File: config.mk
export PLATFORM = sky130hd
export DESIGN_NAME = ipv4_port_filter_with_counters_unit
export DESIGN_NICKNAME = d
export VERILOG_FILES = /design/src/rtl/core/ipv4pf_pkg.sv /design/src/rtl/core/ipv4_port_filter_with_counters_unit.sv
export SDC_FILE = /design/constraint.sdc
export NUM_CORES = 1
export LEC_CHECK = 0
export CAP_MARGIN = 10
export CORE_MARGIN = 10
export CORE_UTILIZATION = 45
export DETAILED_ROUTE_END_ITERATION = 8
export DONT_BUFFER_PORTS = 1
export PLACE_DENSITY = 0.62
export SETUP_SLACK_MARGIN = 0.2
export SLEW_MARGIN = 25
export SYNTH_ARGS = -nofsm -noshare
export SYNTH_HDL_FRONTEND = slang
export SYNTH_SLANG_ARGS = --single-unit
File: constraint.sdc
create_clock -name aclk -period 5.55 [get_ports aclk]
set_input_delay 1.11 -clock aclk [delete_from_list [all_inputs] [get_ports aclk]]
set_output_delay 1.11 -clock aclk [all_outputs]
set_load 0.05 [all_outputs]
File: src/rtl/core/ipv4pf_pkg.sv
package ipv4pf_pkg;

    localparam int unsigned COUNTER_WIDTH_DEF = 64;

    localparam logic [15:0] ETHERTYPE_IPV4 = 16'h0800;
    localparam logic [7:0]  PROTO_TCP      = 8'd6;
    localparam logic [7:0]  PROTO_UDP      = 8'd17;
    localparam logic [3:0]  MIN_IHL        = 4'd5;
    localparam logic [6:0]  ETH_HDR_LEN    = 7'd14;
    localparam logic [15:0] MIN_FRAME_LEN  = 16'd34;
    localparam logic [6:0]  TCP_HDR_LEN    = 7'd20;
    localparam logic [6:0]  UDP_HDR_LEN    = 7'd8;

    // byte positions inside the frame
    localparam logic [15:0] POS_ETYPE_HI   = 16'd12;
    localparam logic [15:0] POS_ETYPE_LO   = 16'd13;
    localparam logic [15:0] POS_IHL        = 16'd14;
    localparam logic [15:0] POS_PROTO      = 16'd23;
    localparam logic [15:0] POS_L4_FIRST   = 16'd15;
    localparam logic [15:0] OFFSET_MAX     = 16'hFFFF;

    localparam int unsigned CFG_INDEX_W = 2;
    localparam int unsigned CFG_DATA_W  = 16;

    typedef enum logic [CFG_INDEX_W-1:0] {
        REG_MATCH_PORT     = 2'd0,
        REG_MATCH_PROTOCOL = 2'd1,
        REG_DROP_ON_MATCH  = 2'd2
    } cfg_reg_t;

    typedef enum logic [1:0] {
        OUT_BYPASS    = 2'd0,
        OUT_UNMATCHED = 2'd1,
        OUT_MATCHED   = 2'd2
    } outcome_t;

    // what the parser hands to the counter stage at the end of a frame
    typedef struct packed {
        logic [15:0] len;
        logic        bypass;
        logic [7:0]  proto;
        logic [15:0] dport;
        logic        tcp_udp;
        logic        l4_fit;
    } frame_sum_t;

endpackage

File: src/rtl/core/ipv4_port_filter_with_counters_unit.sv
// Channel  Dir  Handshake          Payload
// s_       in   s_tvalid/s_tready  s_tdata: frame_byte; s_tlast: frame_end
// m_       out  m_tvalid/m_tready  m_tdata: verdict, outcome, frame_length, counters
// cfg_     in   cfg_valid/cfg_ready cfg_index, cfg_data
//
// One byte per cycle while s_tready is high. After a frame's last word, the
// parser registers a frame summary, then the counter stage updates the counters
// and loads the output register. Each stage stalls only when the stage after it
// is full and not draining, so bytes keep flowing while a result waits.
// aresetn is synchronous; it clears counters, config and frame state.
module ipv4_port_filter_with_counters_unit #(
    parameter int unsigned COUNTER_WIDTH = ipv4pf_pkg::COUNTER_WIDTH_DEF,
    localparam int unsigned OUT_BITS = 19 + 3 * COUNTER_WIDTH,
    localparam int unsigned OUT_W    = ((OUT_BITS + 7) / 8) * 8
) (
    input  logic                               aclk,
    input  logic                               aresetn,

    input  logic                               s_tvalid,
    output logic                               s_tready,
    input  logic [7:0]                         s_tdata,   // [7:0] frame_byte
    input  logic                               s_tlast,   // frame_end

    output logic                               m_tvalid,
    input  logic                               m_tready,
    // from bit 0: verdict(1), outcome(2), frame_length(16), passed_total,
    // dropped_total, matched_bytes_total (COUNTER_WIDTH each), zero fill
    output logic [OUT_W-1:0]                   m_tdata,

    input  logic                               cfg_valid,
    output logic                               cfg_ready,
    input  logic [ipv4pf_pkg::CFG_INDEX_W-1:0] cfg_index,
    input  logic [ipv4pf_pkg::CFG_DATA_W-1:0]  cfg_data
);

    // config
    logic [15:0] match_port_reg;
    logic [7:0]  match_proto_reg;
    logic        drop_on_match_reg;

    assign cfg_ready = 1'b1;

    always_ff @(posedge aclk) begin
        if (!aresetn) begin
            match_port_reg    <= '0;
            match_proto_reg   <= '0;
            drop_on_match_reg <= 1'b0;
        end else if (cfg_valid) begin
            unique case (cfg_index)
                ipv4pf_pkg::REG_MATCH_PORT:     match_port_reg    <= cfg_data;
                ipv4pf_pkg::REG_MATCH_PROTOCOL: match_proto_reg   <= cfg_data[7:0];
                ipv4pf_pkg::REG_DROP_ON_MATCH:  drop_on_match_reg <= cfg_data[0];
                default: ;
            endcase
        end
    end

    // stage handshakes
    logic out_valid_reg;
    logic sum_valid_reg;
    logic out_ready;
    logic sum_ready;
    logic in_fire;
    logic sum_fire;

    assign out_ready = !out_valid_reg || m_tready;
    assign sum_ready = !sum_valid_reg || out_ready;
    assign s_tready  = sum_ready;
    assign in_fire   = s_tvalid && s_tready;
    assign sum_fire  = sum_valid_reg && out_ready;

    // frame parser
    logic [15:0] offset_reg, offset_next;
    logic [15:0] etype_reg, etype_next;
    logic [3:0]  ihl_reg, ihl_next;
    logic [7:0]  proto_reg, proto_next;
    logic [15:0] dport_reg, dport_next;
    logic [6:0]  l4_cur;
    logic [6:0]  l4_end;
    logic [6:0]  need_len;
    logic        tcp_udp_next;
    logic [15:0] len_next;

    ipv4pf_pkg::frame_sum_t sum_reg, sum_next;

    always_comb begin
        etype_next = etype_reg;
        ihl_next   = ihl_reg;
        proto_next = proto_reg;
        dport_next = dport_reg;
        l4_cur     = ipv4pf_pkg::ETH_HDR_LEN + {1'b0, ihl_reg, 2'b00};

        if (offset_reg == ipv4pf_pkg::POS_ETYPE_HI) begin
            etype_next[15:8] = s_tdata;
        end else if (offset_reg == ipv4pf_pkg::POS_ETYPE_LO) begin
            etype_next[7:0] = s_tdata;
        end else if (offset_reg == ipv4pf_pkg::POS_IHL) begin
            ihl_next = s_tdata[3:0];
        end else if (offset_reg == ipv4pf_pkg::POS_PROTO) begin
            proto_next = s_tdata;
        end
        // destination port sits two bytes into the L4 header
        if (offset_reg >= ipv4pf_pkg::POS_L4_FIRST &&
            offset_reg == 16'(l4_cur) + 16'd2) begin
            dport_next[15:8] = s_tdata;
        end else if (offset_reg >= ipv4pf_pkg::POS_L4_FIRST &&
                     offset_reg == 16'(l4_cur) + 16'd3) begin
            dport_next[7:0] = s_tdata;
        end

        len_next = (offset_reg == ipv4pf_pkg::OFFSET_MAX) ? offset_reg
                                                          : offset_reg + 16'd1;
        offset_next = len_next;

        tcp_udp_next = (proto_next == ipv4pf_pkg::PROTO_TCP) ||
                       (proto_next == ipv4pf_pkg::PROTO_UDP);
        l4_end   = ipv4pf_pkg::ETH_HDR_LEN + {1'b0, ihl_next, 2'b00};
        need_len = l4_end + ((proto_next == ipv4pf_pkg::PROTO_TCP) ?
                             ipv4pf_pkg::TCP_HDR_LEN : ipv4pf_pkg::UDP_HDR_LEN);

        sum_next.len     = len_next;
        sum_next.bypass  = !(len_next >= ipv4pf_pkg::MIN_FRAME_LEN &&
                             etype_next == ipv4pf_pkg::ETHERTYPE_IPV4 &&
                             ihl_next >= ipv4pf_pkg::MIN_IHL);
        sum_next.proto   = proto_next;
        sum_next.dport   = dport_next;
        sum_next.tcp_udp = tcp_udp_next;
        sum_next.l4_fit  = 16'(need_len) <= len_next;
    end

    always_ff @(posedge aclk) begin
        if (!aresetn) begin
            offset_reg <= '0;
            etype_reg  <= '0;
            ihl_reg    <= '0;
            proto_reg  <= '0;
            dport_reg  <= '0;
        end else if (in_fire) begin
            if (s_tlast) begin
                offset_reg <= '0;
                etype_reg  <= '0;
                ihl_reg    <= '0;
                proto_reg  <= '0;
                dport_reg  <= '0;
            end else begin
                offset_reg <= offset_next;
                etype_reg  <= etype_next;
                ihl_reg    <= ihl_next;
                proto_reg  <= proto_next;
                dport_reg  <= dport_next;
            end
        end
    end

    always_ff @(posedge aclk) begin
        if (!aresetn) begin
            sum_valid_reg <= 1'b0;
        end else if (sum_ready) begin
            sum_valid_reg <= in_fire && s_tlast;
        end
    end

    always_ff @(posedge aclk) begin
        if (in_fire && s_tlast) begin
            sum_reg <= sum_next;
        end
    end

    // match and counters
    logic [COUNTER_WIDTH-1:0] pass_cnt_reg, pass_cnt_next;
    logic [COUNTER_WIDTH-1:0] drop_cnt_reg, drop_cnt_next;
    logic [COUNTER_WIDTH-1:0] byte_cnt_reg, byte_cnt_next;
    logic                     matched;
    logic                     proto_ok;
    logic                     port_ok;
    logic                     verdict_next;
    ipv4pf_pkg::outcome_t     outcome_next;

    logic                     verdict_reg;
    ipv4pf_pkg::outcome_t     outcome_reg;
    logic [15:0]              len_reg;

    always_comb begin
        proto_ok = (match_proto_reg == 8'd0) || (match_proto_reg == sum_reg.proto);
        port_ok  = (match_port_reg == 16'd0) ||
                   (sum_reg.l4_fit && sum_reg.dport == match_port_reg);
        matched  = proto_ok && (!sum_reg.tcp_udp || port_ok);

        pass_cnt_next = pass_cnt_reg;
        drop_cnt_next = drop_cnt_reg;
        byte_cnt_next = byte_cnt_reg;
        verdict_next  = 1'b0;
        outcome_next  = ipv4pf_pkg::OUT_BYPASS;

        if (!sum_reg.bypass) begin
            if (!matched) begin
                outcome_next  = ipv4pf_pkg::OUT_UNMATCHED;
                pass_cnt_next = pass_cnt_reg + COUNTER_WIDTH'(1);
            end else begin
                outcome_next  = ipv4pf_pkg::OUT_MATCHED;
                byte_cnt_next = byte_cnt_reg + COUNTER_WIDTH'(sum_reg.len);
                if (drop_on_match_reg) begin
                    verdict_next  = 1'b1;
                    drop_cnt_next = drop_cnt_reg + COUNTER_WIDTH'(1);
                end else begin
                    pass_cnt_next = pass_cnt_reg + COUNTER_WIDTH'(1);
                end
            end
        end
    end

    always_ff @(posedge aclk) begin
        if (!aresetn) begin
            pass_cnt_reg  <= '0;
            drop_cnt_reg  <= '0;
            byte_cnt_reg  <= '0;
            out_valid_reg <= 1'b0;
        end else begin
            if (sum_fire) begin
                pass_cnt_reg <= pass_cnt_next;
                drop_cnt_reg <= drop_cnt_next;
                byte_cnt_reg <= byte_cnt_next;
            end
            if (out_ready) begin
                out_valid_reg <= sum_fire;
            end
        end
    end

    always_ff @(posedge aclk) begin
        if (sum_fire) begin
            verdict_reg <= verdict_next;
            outcome_reg <= outcome_next;
            len_reg     <= sum_reg.len;
        end
    end

    assign m_tvalid = out_valid_reg;
    assign m_tdata  = OUT_W'({byte_cnt_reg, drop_cnt_reg, pass_cnt_reg,
                              len_reg, outcome_reg, verdict_reg});

    // checks
    a_result_from_summary: assert property (@(posedge aclk) disable iff (!aresetn)
        $rose(out_valid_reg) |-> $past(sum_valid_reg))
        else $error("result appeared without a frame summary");

    a_drop_only_on_verdict: assert property (@(posedge aclk) disable iff (!aresetn)
        sum_fire && !verdict_next |=> $stable(drop_cnt_reg))
        else $error("drop counter moved on a passed frame");

    a_verdict_is_matched: assert property (@(posedge aclk) disable iff (!aresetn)
        out_valid_reg && verdict_reg |-> outcome_reg == ipv4pf_pkg::OUT_MATCHED)
        else $error("drop verdict on a frame that did not match");

    a_bypass_keeps_counters: assert property (@(posedge aclk) disable iff (!aresetn)
        sum_fire && sum_reg.bypass |=>
            $stable(pass_cnt_reg) && $stable(byte_cnt_reg))
        else $error("bypassed frame changed a counter");

    a_frame_state_cleared: assert property (@(posedge aclk) disable iff (!aresetn)
        in_fire && s_tlast |=> offset_reg == 16'd0 && ihl_reg == 4'd0)
        else $error("frame state not cleared after last word");

endmodule

# Yosys cells after proc, flatten, opt, wreduce, memory -nomap -nowiden

Cells that the tools add are included.

Word-level logic and storage cells: 105
Register bits after elaboration: 341

Bitwise logic cells: 2
Order comparisons: 4
Multiplexer cells: 24
Equality and inequality tests: 15
Add/sub/neg operators: 9
Reduce and logical (&&, ||, !) cells: 29

Operators with widths:

| operator                                                           | number |
|---|---|
| adder 64 x 1 -> 64 bit, second input constant                      | 2 |
| two-way mux 64 bit                                                 | 2 |
| two-way mux 8 bit                                                  | 11 |
| adder 64 x 16 -> 64 bit                                            | 1 |
| two-way mux 16 bit                                                 | 4 |
| == test 16 x 4 -> 1 bit, second input constant                     | 3 |
| == test 16 x 8 -> 1 bit                                            | 2 |
| adder 16 x 1 -> 16 bit, second input constant                      | 1 |
| adder 7 x 2 -> 8 bit, second input constant                        | 2 |
| == test 16 x 12 -> 1 bit, second input constant                    | 1 |
| == test 16 bit                                                     | 1 |
| == test 16 bit, second input constant                              | 1 |
| == test 16 x 5 -> 1 bit, second input constant                     | 1 |
| greater-or-equal comparator 16 x 4 -> 1 bit, second input constant | 1 |
| greater-or-equal comparator 16 x 6 -> 1 bit, second input constant | 1 |
| <= comparator 7 x 16 -> 1 bit                                      | 1 |
| zero test 16 bit                                                   | 1 |
| two-way mux 4 bit                                                  | 4 |
| adder 4 x 6 -> 7 bit, first input constant                         | 2 |
| logical AND 1 bit                                                  | 9 |
| == test 8 x 3 -> 1 bit, second input constant                      | 1 |
| == test 8 x 5 -> 1 bit, second input constant                      | 1 |
| == test 8 bit                                                      | 1 |
| zero test 8 bit                                                    | 1 |
| other kinds (16)                                                   | 28 |

# Logic depth before layout (Yosys ltp)

Gate-level depths: netlist (run 1).

Depth in word-level cells: 9
Depth in mapped cells: 19
Mapped depth without buffers: 18

# Worst setup path after synthesis (run 1)

Ideal clock, no wire load.

Kind: register -> register
From: reg offset_reg[13]
To: reg sum_reg[0] (netlist bit), data pin
Path buffers: 1
Arrival: 4123 ps
Setup slack: 1162 ps
Data required time: 5286 ps
Cell stages (with the launch flop): 19
Cells stage by stage: dfxtp_1 > clkbuf_1 > nor4_1 > nand4_1 > nor2_1 > mux2_2 > nor4_1 > nand2_1 > inv_1 > ha_1 > inv_1 > ha_1 > fa_1 > ha_1 > nand3_1 > nor2_1 > mux2_2 > a222oi_1 > nand2_1

RTL lines:

| element                | RTL line                                   | RTL |
|---|---|---|
| start, declared        | ipv4_port_filter_with_counters_unit.sv:73  | `logic [15:0] offset_reg, offset_next;` |
| start signal, assigned | ipv4_port_filter_with_counters_unit.sv:146 | `offset_reg <= offset_next;` |
| end signal, assigned   | ipv4_port_filter_with_counters_unit.sv:165 | `sum_reg <= sum_next;` |
| end, declared          | ipv4_port_filter_with_counters_unit.sv:84  | `ipv4pf_pkg::frame_sum_t sum_reg, sum_next;` |

==> out/metrics.csv, run 1 <==
stage,metric,value,unit
outcome,status,"complete, no violations",
worst_setup_path,crit_arrival,5.08,ns
routing,post_drt_wl_per_cell,19.66,µm
synth,synth_top_area_share,32.44,%
pwr,p_switching,1.240,mW
synth,avgSynthCellArea,8.871,µm²
routing,drt-total-wl,47.55,mm
final_layout,syn2layout_area_growth,8.683,%
place,placed_area,17480,µm²
die,die_x,215.6,µm
grt,grt_pass1_wl,74.57,mm
synth,yosys_most_used_dff,dfxtp_1,
grt,grt_usage,19.43,%
synth,yosys.area.top_type,dfxtp_1,
final_layout,stdcell_count,2418,
cts,cts_sinks,341,
final_layout,fillCellCount,3583,
final_layout,regArea,7447,µm²
sta,setup_tns,0,ns
place,post-place-cells,2346,
synth,synthCells,1941,
cts,path_clk_slew,0.06,ns
synth,ys_ff_latch,341,
routing,drt_iter0_drc,1221,
worst_setup_path,cpMostUsedCell,ha_1,
final_layout,final_nets,1945,
cts,postCtsResizedCells,0,
die,rows,71,
worst_setup_path,crit_type,reg -> reg,
grt,grt-ovfl-total,0,
place,io_buffers,0,
die,chipHeight,215.6,µm
routing,drc,0,
pwr,p_leak,6.177,nW
pwr,internal-power,3.992,mW
pwr,clkPwrFrac,46.8,%
cts,clk_path_buf_depth,3,
worst_setup_path,path_cells,nor4_1 -> nand4_1 -> nor2_1 -> buf_4 -> mux2_2 -> nor4_1 -> nand2_1 -> inv_1 -> ha_1 -> inv_1 -> ha_1 -> fa_1 -> ha_1 -> a2111oi_0 -> mux2_2 -> a222oi_1 -> nand2_1,
grt,antenna_found_initial,2,
pwr,power_frac_comb,3.6,%
synth,yosysMostFrequentCell,dfxtp_1,
sta,rsz0062_at_grt,no,
final_layout,multi_input_area,9089,µm²
sta,fin_crit,4.667,ns
routing,vias_per_cell,5.888,
synth,ys_warn_count,0,
die,ios,251,
sta,max_freq,214.3,MHz
cts,post_cts_buffers,0,
die,core_area,37670,µm²
grt,grt_pass1_vias,12951,
die,die-area,46490,µm²
synth,synth_area,17220,µm²
cts,h-tree-depth,2,
worst_setup_path,required,5.97,ns
final_layout,drive_gt1_share,7.402,%
sta,relSlewSlack,39.92,%
final_layout,finalInstanceArea,18710,µm²
worst_setup_path,cpMaxStageDelayCell,a2111oi_0,
cts,cts_made_buffers,39,
grt,grt_start_max_net_pins,165,
run,drv_cap,0,
worst_hold_path,min_path_type,reg -> reg,
die,start_util,45.71,%
cts,cts_tree,done,
worst_setup_path,cpPeakStageDelay,0.50,ns
pwr,pwr-share-seq,49.6,%
sta,tightest_slew,0.8991,ns
sta,timing.hold.ws,0.4677,ns
place,dp_hpwl,33.79,mm
synth,synth_edf_count,62,
worst_setup_path,cp-start-kind,register,
cts,cts-root-buf,clkbuf_16,
sta,drv_slew,0,
place,gp_congestion,0.8827,
worst_setup_path,cp_max_fo,8,
synth,synth_cell_types,74,
pwr,ir_drop,0.2111,mV
cts,hold_buffers,0,
routing,drtAntennaViolNets,0,
routing,vias,14237,
worst_setup_path,worstSetupEndpointType,register,
sta,final_hold_viol_count,0,
pwr,swShare,23.70,%
synth,synthTopCellsByArea,"dfxtp_1, edfxtp_1, nand2_1",
sta,clock-skew-final,0.01292,ns
pwr,power_density,279.6,nW/µm²
routing,drt-pass1-iter-count,5,
cts,clk_latency,0.56,ns
sta,setup_viol,0,
synth,ys_async_sr_fraction,0,%
synth,yosysSeqAreaShare,43.25,%
sta,fin_crit_sh,84.09,%
synth,synthTopCellsByCount,"dfxtp_1, nand2_1, nor2_1, a21oi_1, clkbuf_1",
==> final timing paths <==
path	from	to	slack, ns	depth (start not counted)
worst max-delay path	offset_reg[12]	sum_reg[0]	0.88	17
worst min register to register	dport_reg[6]	dport_reg[6]	0.47	2
worst min-delay path	dport_reg[6]	dport_reg[6]	0.47	2
worst max register to register	offset_reg[12]	sum_reg[0]	0.88	17
==> cell usage in the layout, fill, tap and decap left out, types with 54 or more instances in the layout <==
cell        n
nor4_1     71
o21ai_0    56
nor2_1    138
xnor2_1    78
a21oi_1   118
mux2i_1    59
edfxtp_1   62
nand2_1   225
dfxtp_1   279
inv_1      54
nand3_1    80
nand4_1    72
==> metrics by stage <==
stage	setup WS (ns)	utilization, %	power [mW]
final	0.8830	49.68	5.232
after global routing	0.5540	49.68	5.428
after CTS	0.9196	49.58	5.303
after detailed placement	0.9229	46.42	2.840
after global placement	1.078	46.42	2.837
after floorplan	1.162	-	2.812
==> per-layer routing <==
layer	global-route usage, %	wire [µm]	up-vias
met1	24.13	20310	6833
li1	-	-	6968
met3	5.776	3579	78
met2	30.74	22010	358
met5	0	0	-
met4	8.425	1642	0
==> cell type report <==
class,instances,share of cell area [%]
inverter,55,1.130
multi-input combinational,1423,48.57
tap,511,3.416
clock inverter,18,0.7488
clock buffer,51,5.616
antenna,2,0.02674
sequential,341,39.79
timing repair buffer,17,0.7020
==> power by group through the flow <==
stage	combinational, mW	sequential, mW	clock, mW
3_5_place_dp	0.188	2.65	0
6_report	0.188	2.60	2.45
3_3_place_gp	0.185	2.65	0
4_1_cts	0.189	2.60	2.52
2_1_floorplan	0.172	2.64	0
5_1_grt	0.210	2.60	2.62
==> kinds of logic (layout without fill, tap and decap cells) <==
kind of cell    Yosys count  after routing  share of synthesized area, %
mux                      87             87                         5.261
xor+xnor                105            105                         5.341
compound gates          342            342                         13.01
flops                   341            341                         43.25
buf+inv                 181            141                         4.236
other cells               2              8                       0.04361
simple gates            847            847                         26.15
fa+ha+maj                36             36                         2.703
==> critical path, delay by kind of cell, from the launching register on <==
kind	cells	cell delay, ns
multiplexers	2	0.64
adder cells (fa/ha/maj)	4	1.16
flip-flops	1	0.37
AND/OR/NAND/NOR	6	1.40
buffers and inverters	3	0.37
AO/OA/AOI/OAI	2	0.57
Power figures use the tool's default switching activity.
==> run 2, diff against run 1 <==
--- a/config.mk
+++ b/config.mk
@@ -10,7 +10,7 @@
 export CORE_UTILIZATION = 45
 export DETAILED_ROUTE_END_ITERATION = 8
 export DONT_BUFFER_PORTS = 1
-export PLACE_DENSITY = 0.62
+export PLACE_DENSITY = 0.64
 export SETUP_SLACK_MARGIN = 0.2
 export SLEW_MARGIN = 25
 export SYNTH_ARGS = -nofsm -noshare
==> constraint.sdc (replaced) <==
create_clock -name aclk -period 4.25 [get_ports aclk]
set_input_delay 0.85 -clock aclk [delete_from_list [all_inputs] [get_ports aclk]]
set_output_delay 0.85 -clock aclk [all_outputs]
set_load 0.05 [all_outputs]
==> out/metrics.csv, run 2 (synthesis results as in run 1) <==
stage,metric,value,unit
outcome,status,"complete, no violations",
cts,path_clk_slew,0.06,ns
grt,grt_pass1_vias,13505,
routing,wl_met2,22.68,mm
cts,cts_tree,done,
pwr,ir_drop,0.3240,mV
sta,setup_viol,0,
sta,setup_slack,0.04045,ns
worst_setup_path,required,4.54,ns
die,start_util,45.71,%
worst_setup_path,path_cells,nor4_4 -> nand4_1 -> nor2_4 -> mux2_2 -> nor4_4 -> nand2_2 -> buf_4 -> ha_2 -> inv_2 -> ha_4 -> fa_2 -> ha_4 -> a2111oi_2 -> mux2_2 -> a222oi_1 -> nand2_1,
sta,rsz0062_at_grt,yes,
place,dp_hpwl,34.44,mm
die,die-area,46490,µm²
cts,cts_made_buffers,38,
sta,fin_crit_sh,99.05,%
sta,relSlewSlack,39.13,%
worst_hold_path,min_path_type,in -> reg,
grt,grt_usage,19.91,%
final_layout,fillCellCount,3510,
final_layout,final_common_cell,dfxtp_1,
cts,cts_sinks,341,
pwr,clkPwrFrac,47.4,%
routing,vias_per_cell,5.936,
routing,drtAntennaViolNets,0,
worst_setup_path,cp_top_family,simple AND/OR/NAND/NOR gates,
pwr,power_frac_comb,3.7,%
pwr,p_switching,1.578,mW
pwr,pwr-share-seq,49.0,%
die,rows,71,
routing,drt-pass1-iter-count,8,
routing,drt-met1-wl,20.40,mm
pwr,power_density,356.4,nW/µm²
final_layout,final_cell_mix,"dfxtp_1, nand2_1, nor2_1",
worst_setup_path,cp-start-kind,register,
pwr,internal-power,5.345,mW
final_layout,drive_gt1_share,11.46,%
die,die_x,215.6,µm
die,core_area,37670,µm²
routing,drt-total-wl,48.73,mm
worst_setup_path,crit_type,reg -> reg,
sta,clock-skew-final,0.01833,ns
routing,drc,0,
routing,vias,14745,
final_layout,finalInstanceArea,19430,µm²
routing,drt_iter0_drc,1246,
final_layout,final_nets,2010,
die,chipHeight,215.6,µm
worst_setup_path,worstSetupEndpointType,register,
grt,grt_start_max_net_pins,165,
grt,grt-ovfl-total,0,
place,gp_congestion,0.8811,
cts,cts-root-buf,clkbuf_16,
worst_setup_path,cp_max_fo,6,
pwr,swShare,22.79,%
sta,fin_crit,4.210,ns
sta,setup_tns,0,ns
place,io_buffers,0,
worst_setup_path,crit_arrival,4.50,ns
cts,clk_latency,0.55,ns
worst_setup_path,critPathBufInv,2,
routing,post_drt_wl_per_cell,19.62,µm
die,ios,251,
grt,antenna_found_initial,1,
pwr,p_leak,6.569,nW
routing,wl_met3,4.355,mm
final_layout,syn2layout_area_growth,12.82,%
worst_setup_path,cpPeakStageDelay,0.46,ns
sta,max_freq,237.6,MHz
sta,drv_slew,0,
place,placed_area,17990,µm²
worst_setup_path,cpMaxStageDelayCell,fa_2,
grt,grt_pass1_wl,76.45,mm
routing,top_layer_used,met4,
cts,h-tree-depth,2,
sta,final_hold_viol_count,0,
place,dp_slack,-0.1826,ns
cts,clk_path_buf_depth,3,
sta,tightest_slew,0.9109,ns
run,drv_cap,0,
## run 2: power groups by stage
stage | sequential, mW | clock, mW | combinational [mW]
after floorplan | 3.45 | 0 | 0.225
after global routing | 3.39 | 3.49 | 0.282
after global placement | 3.46 | 0 | 0.247
final | 3.39 | 3.28 | 0.253
after CTS | 3.39 | 3.36 | 0.254
after detailed placement | 3.46 | 0 | 0.252
## run 2: routing by layer
layer / GRT usage [%] / up-vias
met5: 0 / -
met4: 6.337 / 0
met3: 6.909 / 89
met1: 24.50 / 7111
met2: 32.03 / 453
li1: - / 7092
## run 2: metrics by stage
stage / power, mW / hold WS [ns] / instances / utilization (%)
finish: 6.923 / 0.4387 / 2484 / 51.57
global route: 7.164 / 0.4141 / 2484 / 51.57
CTS: 7.007 / 0.4068 / 2483 / 51.49
detailed placement: 3.715 / 0.4546 / 2408 / 47.76
global placement: 3.709 / 0.4524 / 2408 / 47.74
floorplan: 3.672 / 0.4307 / 1945 / -
## run 2: path summary, 6_finish.rpt
path,start,to,slack (ns),cells past startpoint
setup / recovery,offset_reg[12],sum_reg[0],0.04,16
hold / removal,cfg_data[8],match_port_reg[8],0.44,2
setup reg to reg,offset_reg[12],sum_reg[0],0.04,16
hold reg to reg,dport_reg[5],dport_reg[5],0.47,2
## run 2: repair_timing
item / in CTS / in global routing
endpoints found under the setup margin: 1 / 1
hold buffers: 0 / 0
buffers inserted: 5 / 0
pin swaps: 16 / 6
gates resized for setup: 23 / 6
## run 2: layout make-up
| class | count | area [µm²] | area share [%] |
|---|---|---|---|
| clock buffers | 57 | 1156 | 5.951 |
| multi-input cells | 1423 | 9225 | 47.49 |
| flip-flops and latches | 341 | 7450 | 38.35 |
| clock inverters | 13 | 92.59 | 0.4766 |
| inverters | 55 | 214.0 | 1.101 |
| diodes | 1 | 2.502 | 0.01288 |
| repair buffers | 83 | 646.9 | 3.330 |
| well taps | 511 | 639.4 | 3.291 |
